==> config.mk <==
export PLATFORM = sky130hd
export DESIGN_NAME = clamped_piecewise_linear_interp_unit
export DESIGN_NICKNAME = d
export VERILOG_FILES = /design/src/rtl/clpi_pkg.sv /design/src/rtl/clamped_piecewise_linear_interp_unit.sv
export SDC_FILE = /design/constraint.sdc
export NUM_CORES = 2
export LEC_CHECK = 0
export ABC_AREA = 1
export BUFFER_PORTS_ARGS = -buffer_cell sky130_fd_sc_hd__buf_2
export CAP_MARGIN = 40
export CORE_MARGIN = 2
export CORE_UTILIZATION = 45
export CTS_CLUSTER_SIZE = 12
export DETAILED_ROUTE_END_ITERATION = 10
export PLACE_DENSITY = 0.69
export SETUP_SLACK_MARGIN = 0.4
export SYNTH_ARGS = -nofsm -noshare
export SYNTH_HDL_FRONTEND = slang
export SYNTH_SLANG_ARGS = --single-unit
==> constraint.sdc <==
create_clock -name clock -period 7.6 [get_ports clock]
set_input_delay 0.38 -clock clock [delete_from_list [all_inputs] [get_ports clock]]
set_output_delay 0.38 -clock clock [all_outputs]
set_load 0.02 [all_outputs]
==> src/rtl/clpi_pkg.sv <==
`timescale 1ns / 1ps
// ----------------------------------------------------------------------------
// Clamped piecewise-linear interpolator - shared definitions
// Field widths, register indexes, region codes, reset values and the
// sequencer state type.
// ----------------------------------------------------------------------------
package clpi_pkg;

   // Field widths
   localparam int COORD_W  = 24;
   localparam int VALUE_W  = 16;
   localparam int INDEX_W  = 6;
   localparam int COUNT_W  = 7;
   localparam int REGION_W = 2;
   localparam int CSR_IDX_W  = 2;
   localparam int CSR_DATA_W = 24;

   // Table depth default
   localparam int MAX_POINTS_DEFAULT = 64;

   // Operation codes
   localparam logic OP_LOAD  = 1'b0;
   localparam logic OP_QUERY = 1'b1;

   // Register indexes
   localparam logic [CSR_IDX_W-1:0] CSR_COORD_OFFSET  = 2'd0;
   localparam logic [CSR_IDX_W-1:0] CSR_POINTS_IN_USE = 2'd1;

   // Register reset values
   localparam logic signed [COORD_W-1:0] COORD_OFFSET_RESET  = 24'sd29000;
   localparam logic [COUNT_W-1:0]        POINTS_IN_USE_RESET = 7'd34;

   // Saturation limits of a coordinate
   localparam logic [COORD_W-1:0] COORD_MAX = 24'h7FFFFF;
   localparam logic [COORD_W-1:0] COORD_MIN = 24'h800000;

   // Region codes
   localparam logic [REGION_W-1:0] REGION_INSIDE = 2'd0;
   localparam logic [REGION_W-1:0] REGION_BELOW  = 2'd1;
   localparam logic [REGION_W-1:0] REGION_ABOVE  = 2'd2;

   // Quotient bits produced by the divider
   localparam int QUO_W  = VALUE_W;
   localparam int PROD_W = COORD_W + 1 + VALUE_W + 1;
   localparam int MAG_W  = COORD_W + QUO_W;

   // Query sequencer
   typedef enum logic [8:0] {
      ST_IDLE      = 9'b000000001,
      ST_CHK_FIRST = 9'b000000010,
      ST_CHK_LAST  = 9'b000000100,
      ST_SCAN      = 9'b000001000,
      ST_MUL       = 9'b000010000,
      ST_DIV_INIT  = 9'b000100000,
      ST_DIV       = 9'b001000000,
      ST_ADJ       = 9'b010000000,
      ST_FINISH    = 9'b100000000
   } state_type;

endpackage

==> src/rtl/clamped_piecewise_linear_interp_unit.sv <==
`timescale 1ns / 1ps
// ----------------------------------------------------------------------------
// Clamped piecewise-linear interpolation unit
// Breakpoint table in on-chip memory, segment search and a radix-2 divider.
// ----------------------------------------------------------------------------
// A load transaction writes one breakpoint (coordinate, value) into the table.
// A query transaction adds the coordinate offset with saturation, checks
// against the first and the last point in use and, when inside, walks the
// segments from the start until one contains the coordinate, then
// interpolates. A hit on a zero-length segment, or a walk that finds no
// segment in an unordered table, ends without using the divider. The walk
// reads one entry per cycle through the single read port of the breakpoint
// memory, and the divider retires one quotient bit per cycle. The next
// transaction is taken as soon as the result is in the output register.
// Configuration writes are always accepted and must only be made while idle.
// ----------------------------------------------------------------------------
module clamped_piecewise_linear_interp_unit #(
   parameter int MAX_POINTS = clpi_pkg::MAX_POINTS_DEFAULT
) (
   input  logic                                    clock,
   input  logic                                    reset,
   // query / load channel
   input  logic                                    req_valid,
   output logic                                    req_ready,
   input  logic                                    req_opcode,
   input  logic [clpi_pkg::INDEX_W-1:0]            req_point_index,
   input  logic signed [clpi_pkg::COORD_W-1:0]     req_point_coord,
   input  logic [clpi_pkg::VALUE_W-1:0]            req_point_value,
   input  logic signed [clpi_pkg::COORD_W-1:0]     req_query_coord,
   // result channel
   output logic                                    rsp_valid,
   input  logic                                    rsp_ready,
   output logic [clpi_pkg::VALUE_W-1:0]            rsp_interp_value,
   output logic [clpi_pkg::REGION_W-1:0]           rsp_region,
   // register write channel
   input  logic                                    csr_valid,
   output logic                                    csr_ready,
   input  logic [clpi_pkg::CSR_IDX_W-1:0]          csr_index,
   input  logic [clpi_pkg::CSR_DATA_W-1:0]         csr_data
);

   localparam int CW = clpi_pkg::COORD_W;
   localparam int VW = clpi_pkg::VALUE_W;
   localparam int AW = (MAX_POINTS > 2) ? $clog2(MAX_POINTS) : 1;
   localparam int NW_RAW = $clog2(MAX_POINTS + 1);
   localparam int NW = (NW_RAW > clpi_pkg::COUNT_W) ? NW_RAW : clpi_pkg::COUNT_W;
   localparam int IW = (AW > clpi_pkg::INDEX_W) ? AW + 1 : clpi_pkg::INDEX_W + 1;

   // Configuration registers
   logic signed [CW-1:0]             coord_offset_ff;
   logic [clpi_pkg::COUNT_W-1:0]     points_in_use_ff;

   // Breakpoint memories and their read port
   logic signed [CW-1:0] coord_mem_ff [MAX_POINTS];
   logic [VW-1:0]        value_mem_ff [MAX_POINTS];
   logic signed [CW-1:0] rd_coord_ff;
   logic [VW-1:0]        rd_value_ff;
   logic                 rd_en;
   logic [AW-1:0]        rd_addr;
   logic                 wr_en;
   logic [AW-1:0]        wr_addr;

   // Sequencer
   clpi_pkg::state_type  state_ff, state_in;
   logic signed [CW-1:0] q_ff, q_in;
   logic [AW-1:0]        last_ff, last_in;
   logic [AW-1:0]        idx_ff, idx_in;
   logic signed [CW-1:0] left_coord_ff, left_coord_in;
   logic [VW-1:0]        left_value_ff, left_value_in;
   logic [VW-1:0]        last_value_ff, last_value_in;

   // Arithmetic
   logic [CW-1:0]                           dq_ff, dq_in;
   logic [CW-1:0]                           den_ff, den_in;
   logic signed [VW:0]                      dv_ff, dv_in;
   logic signed [clpi_pkg::PROD_W-1:0]      prod_ff, prod_in;
   logic                                    neg_ff, neg_in;
   logic [CW-1:0]                           rem_ff, rem_in;
   logic [clpi_pkg::QUO_W-1:0]              quo_ff, quo_in;
   logic [3:0]                              cnt_ff, cnt_in;

   // Result staging and output register
   logic [VW-1:0]                  res_value_ff, res_value_in;
   logic [clpi_pkg::REGION_W-1:0]  res_region_ff, res_region_in;
   logic                           rsp_valid_ff, rsp_valid_in;
   logic [VW-1:0]                  rsp_value_ff, rsp_value_in;
   logic [clpi_pkg::REGION_W-1:0]  rsp_region_ff, rsp_region_in;

   // Combinational helpers
   logic signed [CW:0]             q_sum;
   logic signed [CW-1:0]           q_sat;
   logic [NW-1:0]                  pin_ext;
   logic [NW-1:0]                  n_clamped;
   logic [IW-1:0]                  load_idx;
   logic                           seg_hit;
   logic [CW:0]                    den_full;
   logic [clpi_pkg::PROD_W-1:0]    prod_abs;
   logic [CW:0]                    trial;
   logic signed [VW+1:0]           adj_sum;
   logic                           req_fire;
   logic                           out_free;

   assign req_ready = (state_ff == clpi_pkg::ST_IDLE);
   assign req_fire  = req_valid && req_ready;
   assign out_free  = !rsp_valid_ff || rsp_ready;
   assign csr_ready = 1'b1;

   assign rsp_valid        = rsp_valid_ff;
   assign rsp_interp_value = rsp_value_ff;
   assign rsp_region       = rsp_region_ff;

   // Offset addition with signed saturation
   always_comb begin
      q_sum = {req_query_coord[CW-1], req_query_coord}
            + {coord_offset_ff[CW-1], coord_offset_ff};
      if (q_sum[CW] != q_sum[CW-1]) begin
         q_sat = q_sum[CW] ? clpi_pkg::COORD_MIN : clpi_pkg::COORD_MAX;
      end else begin
         q_sat = q_sum[CW-1:0];
      end
   end

   // Table size clamped to 2..MAX_POINTS
   always_comb begin
      pin_ext = NW'(points_in_use_ff);
      if (pin_ext < NW'(2)) begin
         n_clamped = NW'(2);
      end else if (pin_ext > NW'(MAX_POINTS)) begin
         n_clamped = NW'(MAX_POINTS);
      end else begin
         n_clamped = pin_ext;
      end
   end

   // Load address check
   assign load_idx = IW'(req_point_index);
   assign wr_en    = req_fire && (req_opcode == clpi_pkg::OP_LOAD)
                     && (load_idx < IW'(MAX_POINTS));
   assign wr_addr  = AW'(req_point_index);

   // Segment test against the held left point and the freshly read right one
   assign seg_hit  = (q_ff >= left_coord_ff) && (q_ff <= rd_coord_ff);
   assign den_full = {rd_coord_ff[CW-1], rd_coord_ff}
                   - {left_coord_ff[CW-1], left_coord_ff};

   // Divider helpers
   assign prod_abs = prod_ff[clpi_pkg::PROD_W-1] ? (-prod_ff) : prod_ff;
   assign trial    = {rem_ff, quo_ff[clpi_pkg::QUO_W-1]};
   assign adj_sum  = neg_ff ? ($signed({2'b00, left_value_ff}) - $signed({2'b00, quo_ff}))
                            : ($signed({2'b00, left_value_ff}) + $signed({2'b00, quo_ff}));

   // Sequencer next state and datapath
   always_comb begin
      state_in      = state_ff;
      q_in          = q_ff;
      last_in       = last_ff;
      idx_in        = idx_ff;
      left_coord_in = left_coord_ff;
      left_value_in = left_value_ff;
      last_value_in = last_value_ff;
      dq_in         = dq_ff;
      den_in        = den_ff;
      dv_in         = dv_ff;
      prod_in       = prod_ff;
      neg_in        = neg_ff;
      rem_in        = rem_ff;
      quo_in        = quo_ff;
      cnt_in        = cnt_ff;
      res_value_in  = res_value_ff;
      res_region_in = res_region_ff;
      rsp_valid_in  = rsp_valid_ff && !rsp_ready;
      rsp_value_in  = rsp_value_ff;
      rsp_region_in = rsp_region_ff;
      rd_en         = 1'b0;
      rd_addr       = '0;

      unique case (state_ff)
         clpi_pkg::ST_IDLE: begin
            if (req_fire && (req_opcode == clpi_pkg::OP_QUERY)) begin
               q_in     = q_sat;
               last_in  = AW'(n_clamped - NW'(1));
               rd_en    = 1'b1;
               rd_addr  = '0;
               state_in = clpi_pkg::ST_CHK_FIRST;
            end
         end
         // First point: clamp below
         clpi_pkg::ST_CHK_FIRST: begin
            left_coord_in = rd_coord_ff;
            left_value_in = rd_value_ff;
            if (q_ff <= rd_coord_ff) begin
               res_value_in  = rd_value_ff;
               res_region_in = clpi_pkg::REGION_BELOW;
               state_in      = clpi_pkg::ST_FINISH;
            end else begin
               rd_en    = 1'b1;
               rd_addr  = last_ff;
               state_in = clpi_pkg::ST_CHK_LAST;
            end
         end
         // Last point in use: clamp above
         clpi_pkg::ST_CHK_LAST: begin
            last_value_in = rd_value_ff;
            if (q_ff >= rd_coord_ff) begin
               res_value_in  = rd_value_ff;
               res_region_in = clpi_pkg::REGION_ABOVE;
               state_in      = clpi_pkg::ST_FINISH;
            end else begin
               rd_en    = 1'b1;
               rd_addr  = AW'(1);
               idx_in   = AW'(1);
               state_in = clpi_pkg::ST_SCAN;
            end
         end
         // Walk segments one entry per cycle
         clpi_pkg::ST_SCAN: begin
            if (seg_hit) begin
               dq_in  = CW'({q_ff[CW-1], q_ff} - {left_coord_ff[CW-1], left_coord_ff});
               den_in = den_full[CW-1:0];
               dv_in  = $signed({1'b0, rd_value_ff}) - $signed({1'b0, left_value_ff});
               if (den_full == '0) begin
                  res_value_in  = left_value_ff;
                  res_region_in = clpi_pkg::REGION_INSIDE;
                  state_in      = clpi_pkg::ST_FINISH;
               end else begin
                  state_in = clpi_pkg::ST_MUL;
               end
            end else if (idx_ff == last_ff) begin
               // no segment matched on a non-ascending table
               res_value_in  = last_value_ff;
               res_region_in = clpi_pkg::REGION_ABOVE;
               state_in      = clpi_pkg::ST_FINISH;
            end else begin
               left_coord_in = rd_coord_ff;
               left_value_in = rd_value_ff;
               idx_in        = idx_ff + AW'(1);
               rd_en         = 1'b1;
               rd_addr       = idx_ff + AW'(1);
            end
         end
         clpi_pkg::ST_MUL: begin
            prod_in  = $signed({1'b0, dq_ff}) * dv_ff;
            state_in = clpi_pkg::ST_DIV_INIT;
         end
         // Magnitude split: high part is already below the divisor
         clpi_pkg::ST_DIV_INIT: begin
            neg_in   = prod_ff[clpi_pkg::PROD_W-1];
            rem_in   = prod_abs[clpi_pkg::MAG_W-1:clpi_pkg::QUO_W];
            quo_in   = prod_abs[clpi_pkg::QUO_W-1:0];
            cnt_in   = '0;
            state_in = clpi_pkg::ST_DIV;
         end
         // Restoring division, one quotient bit per cycle
         clpi_pkg::ST_DIV: begin
            if (trial >= {1'b0, den_ff}) begin
               rem_in = CW'(trial - {1'b0, den_ff});
               quo_in = {quo_ff[clpi_pkg::QUO_W-2:0], 1'b1};
            end else begin
               rem_in = trial[CW-1:0];
               quo_in = {quo_ff[clpi_pkg::QUO_W-2:0], 1'b0};
            end
            cnt_in = cnt_ff + 4'd1;
            if (cnt_ff == 4'd15) begin
               state_in = clpi_pkg::ST_ADJ;
            end
         end
         // Apply signed quotient to the left value, clamp to the value range
         clpi_pkg::ST_ADJ: begin
            if (adj_sum[VW+1]) begin
               res_value_in = '0;
            end else if (adj_sum[VW]) begin
               res_value_in = '1;
            end else begin
               res_value_in = adj_sum[VW-1:0];
            end
            res_region_in = clpi_pkg::REGION_INSIDE;
            state_in      = clpi_pkg::ST_FINISH;
         end
         clpi_pkg::ST_FINISH: begin
            if (out_free) begin
               rsp_valid_in  = 1'b1;
               rsp_value_in  = res_value_ff;
               rsp_region_in = res_region_ff;
               state_in      = clpi_pkg::ST_IDLE;
            end
         end
         default: begin
            state_in = clpi_pkg::ST_IDLE;
         end
      endcase
   end

   // Breakpoint memories: one write port, one registered read port
   always_ff @(posedge clock) begin
      if (wr_en) begin
         coord_mem_ff[wr_addr] <= req_point_coord;
         value_mem_ff[wr_addr] <= req_point_value;
      end
   end

   always_ff @(posedge clock) begin
      if (rd_en) begin
         rd_coord_ff <= coord_mem_ff[rd_addr];
         rd_value_ff <= value_mem_ff[rd_addr];
      end
   end

   // Control state
   always_ff @(posedge clock) begin
      if (reset) begin
         state_ff         <= clpi_pkg::ST_IDLE;
         rsp_valid_ff     <= 1'b0;
         coord_offset_ff  <= clpi_pkg::COORD_OFFSET_RESET;
         points_in_use_ff <= clpi_pkg::POINTS_IN_USE_RESET;
      end else begin
         state_ff     <= state_in;
         rsp_valid_ff <= rsp_valid_in;
         if (csr_valid && csr_ready) begin
            unique case (csr_index)
               clpi_pkg::CSR_COORD_OFFSET: begin
                  coord_offset_ff <= csr_data[CW-1:0];
               end
               clpi_pkg::CSR_POINTS_IN_USE: begin
                  points_in_use_ff <= csr_data[clpi_pkg::COUNT_W-1:0];
               end
               default: begin
               end
            endcase
         end
      end
   end

   // Payload registers
   always_ff @(posedge clock) begin
      q_ff          <= q_in;
      last_ff       <= last_in;
      idx_ff        <= idx_in;
      left_coord_ff <= left_coord_in;
      left_value_ff <= left_value_in;
      last_value_ff <= last_value_in;
      dq_ff         <= dq_in;
      den_ff        <= den_in;
      dv_ff         <= dv_in;
      prod_ff       <= prod_in;
      neg_ff        <= neg_in;
      rem_ff        <= rem_in;
      quo_ff        <= quo_in;
      cnt_ff        <= cnt_in;
      res_value_ff  <= res_value_in;
      res_region_ff <= res_region_in;
      rsp_value_ff  <= rsp_value_in;
      rsp_region_ff <= rsp_region_in;
   end

endmodule
== Word-level counts from Yosys, hierarchy flattened ==
Memory sizes are Yosys's and may differ from the RTL's. A register that Yosys moved wholly into a read port is not among the register bits.
Cells that the tools add are included.

* Register bits: 321
* Memory bits (writable): 2560
* Memories: 2

{| class="wikitable"
|+ Memory list
! memory !! depth !! bits a word !! rd ports !! clocked after memory_dff !! wr ports !! RTL line !! text
|-
| coord_mem_ff || 64 || 24 || 1 || 1 || 1 || clamped_piecewise_linear_interp_unit.sv:54 || <nowiki>logic signed [CW-1:0] coord_mem_ff [MAX_POINTS];</nowiki>
|-
| value_mem_ff || 64 || 16 || 1 || 1 || 1 || clamped_piecewise_linear_interp_unit.sv:55 || <nowiki>logic [VW-1:0] value_mem_ff [MAX_POINTS];</nowiki>
|}

* $add $sub $neg: 11
* Multiply operators: 1
* $lt $le $gt $ge: 7
* Equal/unequal tests: 23
* Mux-type cells: 59
* Bitwise gates (word level): 1
* Reduce and logical (&&, ||, !) cells: 24

{| class="wikitable"
|+ Operators with widths
! kind !! number
|-
| 2-to-1 mux 16 bit || 9
|-
| 2-to-1 mux 24 bit || 5
|-
| one-hot mux 24 bit (2 select lines) || 2
|-
| one-hot mux 9 bit (9 select lines) || 1
|-
| 2-to-1 mux 9 bit || 8
|-
| one-hot mux 16 bit (2 select lines) || 2
|-
| one-hot mux 16 bit (4 select lines) || 1
|-
| greater-or-equal comparator 24 bit || 2
|-
| 2-to-1 mux 6 bit || 8
|-
| subtractor 24 bit || 2
|-
| multiplier 25 x 17 -> 42 bit || 1
|-
| 2-to-1 mux 40 bit || 1
|-
| negator 40 bit || 1
|-
| subtractor 16 x 16 -> 17 bit || 2
|-
| adder 24 x 24 -> 25 bit || 1
|-
| greater-or-equal comparator 25 x 24 -> 1 bit || 1
|-
| zero test 25 bit || 1
|-
| subtractor 24 x 24 -> 25 bit || 1
|-
| <= comparator 24 bit || 1
|-
| 2-to-1 mux 18 bit || 1
|-
| one-hot mux 6 bit (3 select lines) || 1
|-
| adder 16 x 16 -> 17 bit || 1
|-
| != test 2 bit (second input constant) || 7
|-
| one-hot mux 6 bit (2 select lines) || 1
|-
| other kinds (37) || 65
|}

== Logic depth before layout (Yosys ltp) ==
* Word-level depth: 6
* Gate-level depth with buffers: 35
* Gate-level depth less buffers: 33

== Worst setup path before layout ==
OpenSTA, ideal clock, no wires.

* Kind: reg2reg
* Start: register dq_ff[10]
* End: register prod_ff[31] (netlist name) (data pin)
* Library setup time: 259 ps
* Data arrival time: 5988 ps
* Data required time: 7341 ps
* Path slack: 1353 ps
* Cell stages (with the launch flop): 26
* Buffers on the path: 2
* Clock period less this slack: 6247 ps
* Cells stage by stage: edfxtp_1 > clkbuf_1 > clkbuf_1 > nand2_1 > fa_1 > fa_1 > fa_1 > fa_1 > inv_1 > fa_1 > inv_1 > fa_1 > inv_1 > ha_1 > nand2_1 > nor2_1 > nand2_1 > o211ai_1 > a31oi_1 > o21ai_0 > inv_1 > o21ai_0 > inv_1 > o21ai_0 > a31oi_1 > xnor2_1

* Cells in the longest elaborated chain, start to end: 1

{| class="wikitable"
|+ RTL lines
! what !! RTL line !! text
|-
| start, declared || clamped_piecewise_linear_interp_unit.sv:73 || <nowiki>logic [CW-1:0] dq_ff, dq_in;</nowiki>
|-
| start signal, assigned || clamped_piecewise_linear_interp_unit.sv:341 || <nowiki>dq_ff <= dq_in;</nowiki>
|-
| multiplier 25 x 17 -> 42 bit || clamped_piecewise_linear_interp_unit.sv:242 || <nowiki>prod_in = $signed({1'b0, dq_ff}) * dv_ff;</nowiki>
|-
| end signal, assigned || clamped_piecewise_linear_interp_unit.sv:344 || <nowiki>prod_ff <= prod_in;</nowiki>
|-
| end, declared || clamped_piecewise_linear_interp_unit.sv:76 || <nowiki>logic signed [clpi_pkg::PROD_W-1:0] prod_ff, prod_in;</nowiki>
|}

No other way between the ends.
A chain may end at the register's enable or synchronous reset.

== Worst setup path after layout ==
* Start: register dv_ff[5]
* End: register prod_ff[31] (netlist name) (data pin)

* Cells in the longest elaborated chain, start to end: 1

{| class="wikitable"
|+ RTL lines
! what !! RTL line !! text
|-
| start, declared || clamped_piecewise_linear_interp_unit.sv:75 || <nowiki>logic signed [VW:0] dv_ff, dv_in;</nowiki>
|-
| start signal, assigned || clamped_piecewise_linear_interp_unit.sv:343 || <nowiki>dv_ff <= dv_in;</nowiki>
|-
| multiplier 25 x 17 -> 42 bit || clamped_piecewise_linear_interp_unit.sv:242 ||
|}

No other way between the ends.

==> impl_metrics.env <==
export IMPL_h_tree_depth=5
export IMPL_placementRows=209
export IMPL_synth_edf_count=2879
export IMPL_synth_commonest_cells="edfxtp_1, nand3_1, nand2_1"
export IMPL_synthTopCellsByArea="edfxtp_1, nand3_1, nand2_1"
export IMPL_grt_max_degree=172
export IMPL_synth_seq_cells=2920
export IMPL_die_h_um=575
export IMPL_grt_pass1_wl_mm=648
export IMPL_cap_violations=0
export IMPL_io_buffers=121
export IMPL_viasPerCell=5.65
export IMPL_grt_usage_pct=26.1
export IMPL_crit_top_cell="inv_1"
export IMPL_vias=104573
export IMPL_peakVddDrop_mv=0.184
export IMPL_yosysMostFrequentCell="edfxtp_1"
export IMPL_ant_nets=0
export IMPL_worstPathArrival_ns=7.41
export IMPL_root_buffer="clkbuf_16"
export IMPL_gp_congestion=0.890
export IMPL_slew_viol_final=0
export IMPL_grt_pass1_vias=99971
export IMPL_fill_cells=28232
export IMPL_drcViolationCount=0
export IMPL_clock_sinks=2920
export IMPL_drive_gt1_share_pct=6.79
export IMPL_critical_path_max_stage_delay_ns=0.57
export IMPL_p_leak_nw=65.7
export IMPL_grt_overflow=0
export IMPL_fin_crit_sh_pct=88.9
export IMPL_status="complete, no violations"
export IMPL_relSlewSlack_pct=31.4
export IMPL_netlist_area_sq_um=147000
export IMPL_final_nets=14704
export IMPL_utilization_pct=50.5
export IMPL_multi_input_area_sq_um=47700
export IMPL_synth_cell_types=58
export IMPL_syn_to_final_growth_pct=11.8
export IMPL_ff2ff_setup_slack_ns=0.85
export IMPL_max_freq_ghz=0.148
export IMPL_grt_antenna_before_repair=42
export IMPL_synth_largest_area_cell="edfxtp_1"
export IMPL_yosysWarnings=0
export IMPL_tightest_slew_ns=1.03
export IMPL_path_max_fanout=11
export IMPL_die_area_sq_um=330000
export IMPL_synthFlopType="edfxtp_1"
export IMPL_ys_seq_area_share_pct=59.5
export IMPL_dieWidth_um=575
export IMPL_drtIter0Drc=12758
export IMPL_yosys_area_top_type_share_pct=59.0
export IMPL_critPathCaptureType="flip-flop"
export IMPL_rsz0062_at_grt="false"
export IMPL_critPathLaunchType="flip-flop"
export IMPL_syn_nets=14677
export IMPL_ios=123
export IMPL_routedWlPerCell_um=23.7
export IMPL_skew_ns=0.0834
export IMPL_clock_path_buffers=4
export IMPL_async_flop_share_pct=0
export IMPL_avgSynthCellArea_sq_um=10.5
export IMPL_cp_slowest_cell="edfxtp_1"
export IMPL_worstPathRequired_ns=8.25
export IMPL_clock_latency_ns=0.97
export IMPL_numCtsBuffers=317
export IMPL_first_pass_iters=6
export IMPL_place_hpwl_mm=263
export IMPL_hold_class="primary input to flip-flop"
export IMPL_synth_cells=13925
export IMPL_setup_viol=0
export IMPL_finalHoldViolCount=0
export IMPL_min_period_ns=6.75
export IMPL_tritoncts="yes"
export IMPL_seqCellArea_sq_um=87300
export IMPL_drt_wl_total_mm=440
export IMPL_tns_ns=0
export IMPL_critPathKind="flip-flop to flip-flop"
export IMPL_core_sq_um=324000
export IMPL_cts_clk_slew_worst_paths_ns=0.08
export IMPL_power_density_nw_per_um2=219
export IMPL_start_util_pct=45.2
sequential cells by signal, summed over array words and instances, names as in the netlist, 16 cells and up:
register	flops
quo_ff	16
rd_coord_ff	24
q_ff	24
rsp_interp_value	16
left_value_ff	16
dv_ff	17
rem_ff	24
rd_value_ff	16
last_value_ff	16
coord_offset_ff	24
dq_ff	24
coord_mem_ff	1536
left_coord_ff	24
den_ff	24
value_mem_ff	1024
res_value_ff	16
prod_ff	41
per-stage QoR:
step	area, sq um	setup WS, ns	instances	hold slack [ns]	total power, mW
floorplan	147000	1.35	13925	0.400	20.2
global placement	152000	0.632	17804	0.407	21.4
detailed placement	154000	0.620	17881	0.405	21.5
CTS	164000	0.558	18491	0.0493	35.9
global route	164000	0.451	18506	0.0820	36.8
finish	164000	0.846	18516	0.0798	35.8
layout by cell type, fill, tap and decap left out, types with 11 or more instances in the layout:
cell type	n
buf_4	206
diode_2	17
clkbuf_16	326
nor4_1	21
edfxtp_1	2879
clkbuf_1	79
nor2_4	68
xnor2_1	59
nand4_1	131
a221oi_1	21
nand3b_1	857
or2_2	17
o21bai_1	11
clkinv_1	68
dfxtp_1	41
inv_1	2259
a31oi_1	17
nor2_1	242
buf_16	22
nand2_1	2408
buf_12	89
nor3_1	37
xor2_1	116
a21boi_0	13
clkinv_2	30
dlygate4sd3_1	69
clkinv_8	11
o21ai_0	218
buf_2	121
fa_1	336
ha_1	314
a21oi_1	239
nand3_1	2715
power by group:
group | internal [mW] | switching (mW) | leakage, nW | total [mW]
clock | 8.16 | 6.39 | 4.63 | 14.6
combinational | 0.885 | 2.24 | 34.9 | 3.13
sequential | 18.0 | 0.149 | 26.2 | 18.1
path summary, 6_finish.rpt:
check	start	endpoint	depth (start not counted)
hold reg to reg	res_value_ff[2]$_DFFE_PP_	rsp_interp_value[2]$_DFFE_PP_	0
setup / recovery	dv_ff[5]$_DFFE_PP_	prod_ff[31]$_DFFE_PP_	25
setup reg to reg	dv_ff[5]$_DFFE_PP_	prod_ff[31]$_DFFE_PP_	25
hold / removal	req_point_coord[14]	coord_mem_ff[54][14]$_DFFE_PP_	2
per-layer routing:
| metal | routed length, um | up-vias | GRT usage [%] |
|---|---|---|---|
| met2 | 200000 | 5657 | 41.1 |
| met4 | 22800 | 34 | 12.2 |
| met5 | 299 | - | 0 |
| met1 | 169000 | 50704 | 34.7 |
| met3 | 47200 | 1097 | 5.24 |
| li1 | - | 47081 | - |
area by class of cell:
type	count	share of cell area, %
inverter	2270	5.23
clock inverter	135	0.648
tap	4325	3.30
multi-input combinational	7927	29.1
antenna	17	0.0260
sequential	2920	53.3
timing repair buffer	516	3.26
clock buffer	406	5.17
worst max-delay path, delay by kind of cell (launching register included):
family | cells | cell delay [ns]
simple gates | 4 | 0.48
compound gates | 6 | 1.45
flops | 1 | 0.57
fa+ha+maj | 7 | 3.39
xor+xnor | 1 | 0.16
buf+inv | 7 | 0.44
repair_timing:
action	CTS	global route
hold buffers	69	0
buffers inserted	0	6
hold endpoints to repair	660	0
gates resized for setup	0	1
setup endpoints to repair	0	5
logic make-up after synthesis:
logic type	count (synthesis)	share of synthesized area, %
other	1	0.00256
adder cells (fa/ha/maj)	650	7.27
XOR/XNOR	175	1.05
multiplexers	1	0.00683
buffers and inverters	3078	8.36
flip-flops	2920	59.5
AO/OA/AOI/OAI	579	2.20
AND/OR/NAND/NOR	6521	21.6
Note: power is estimated with default switching activity, not from simulation.
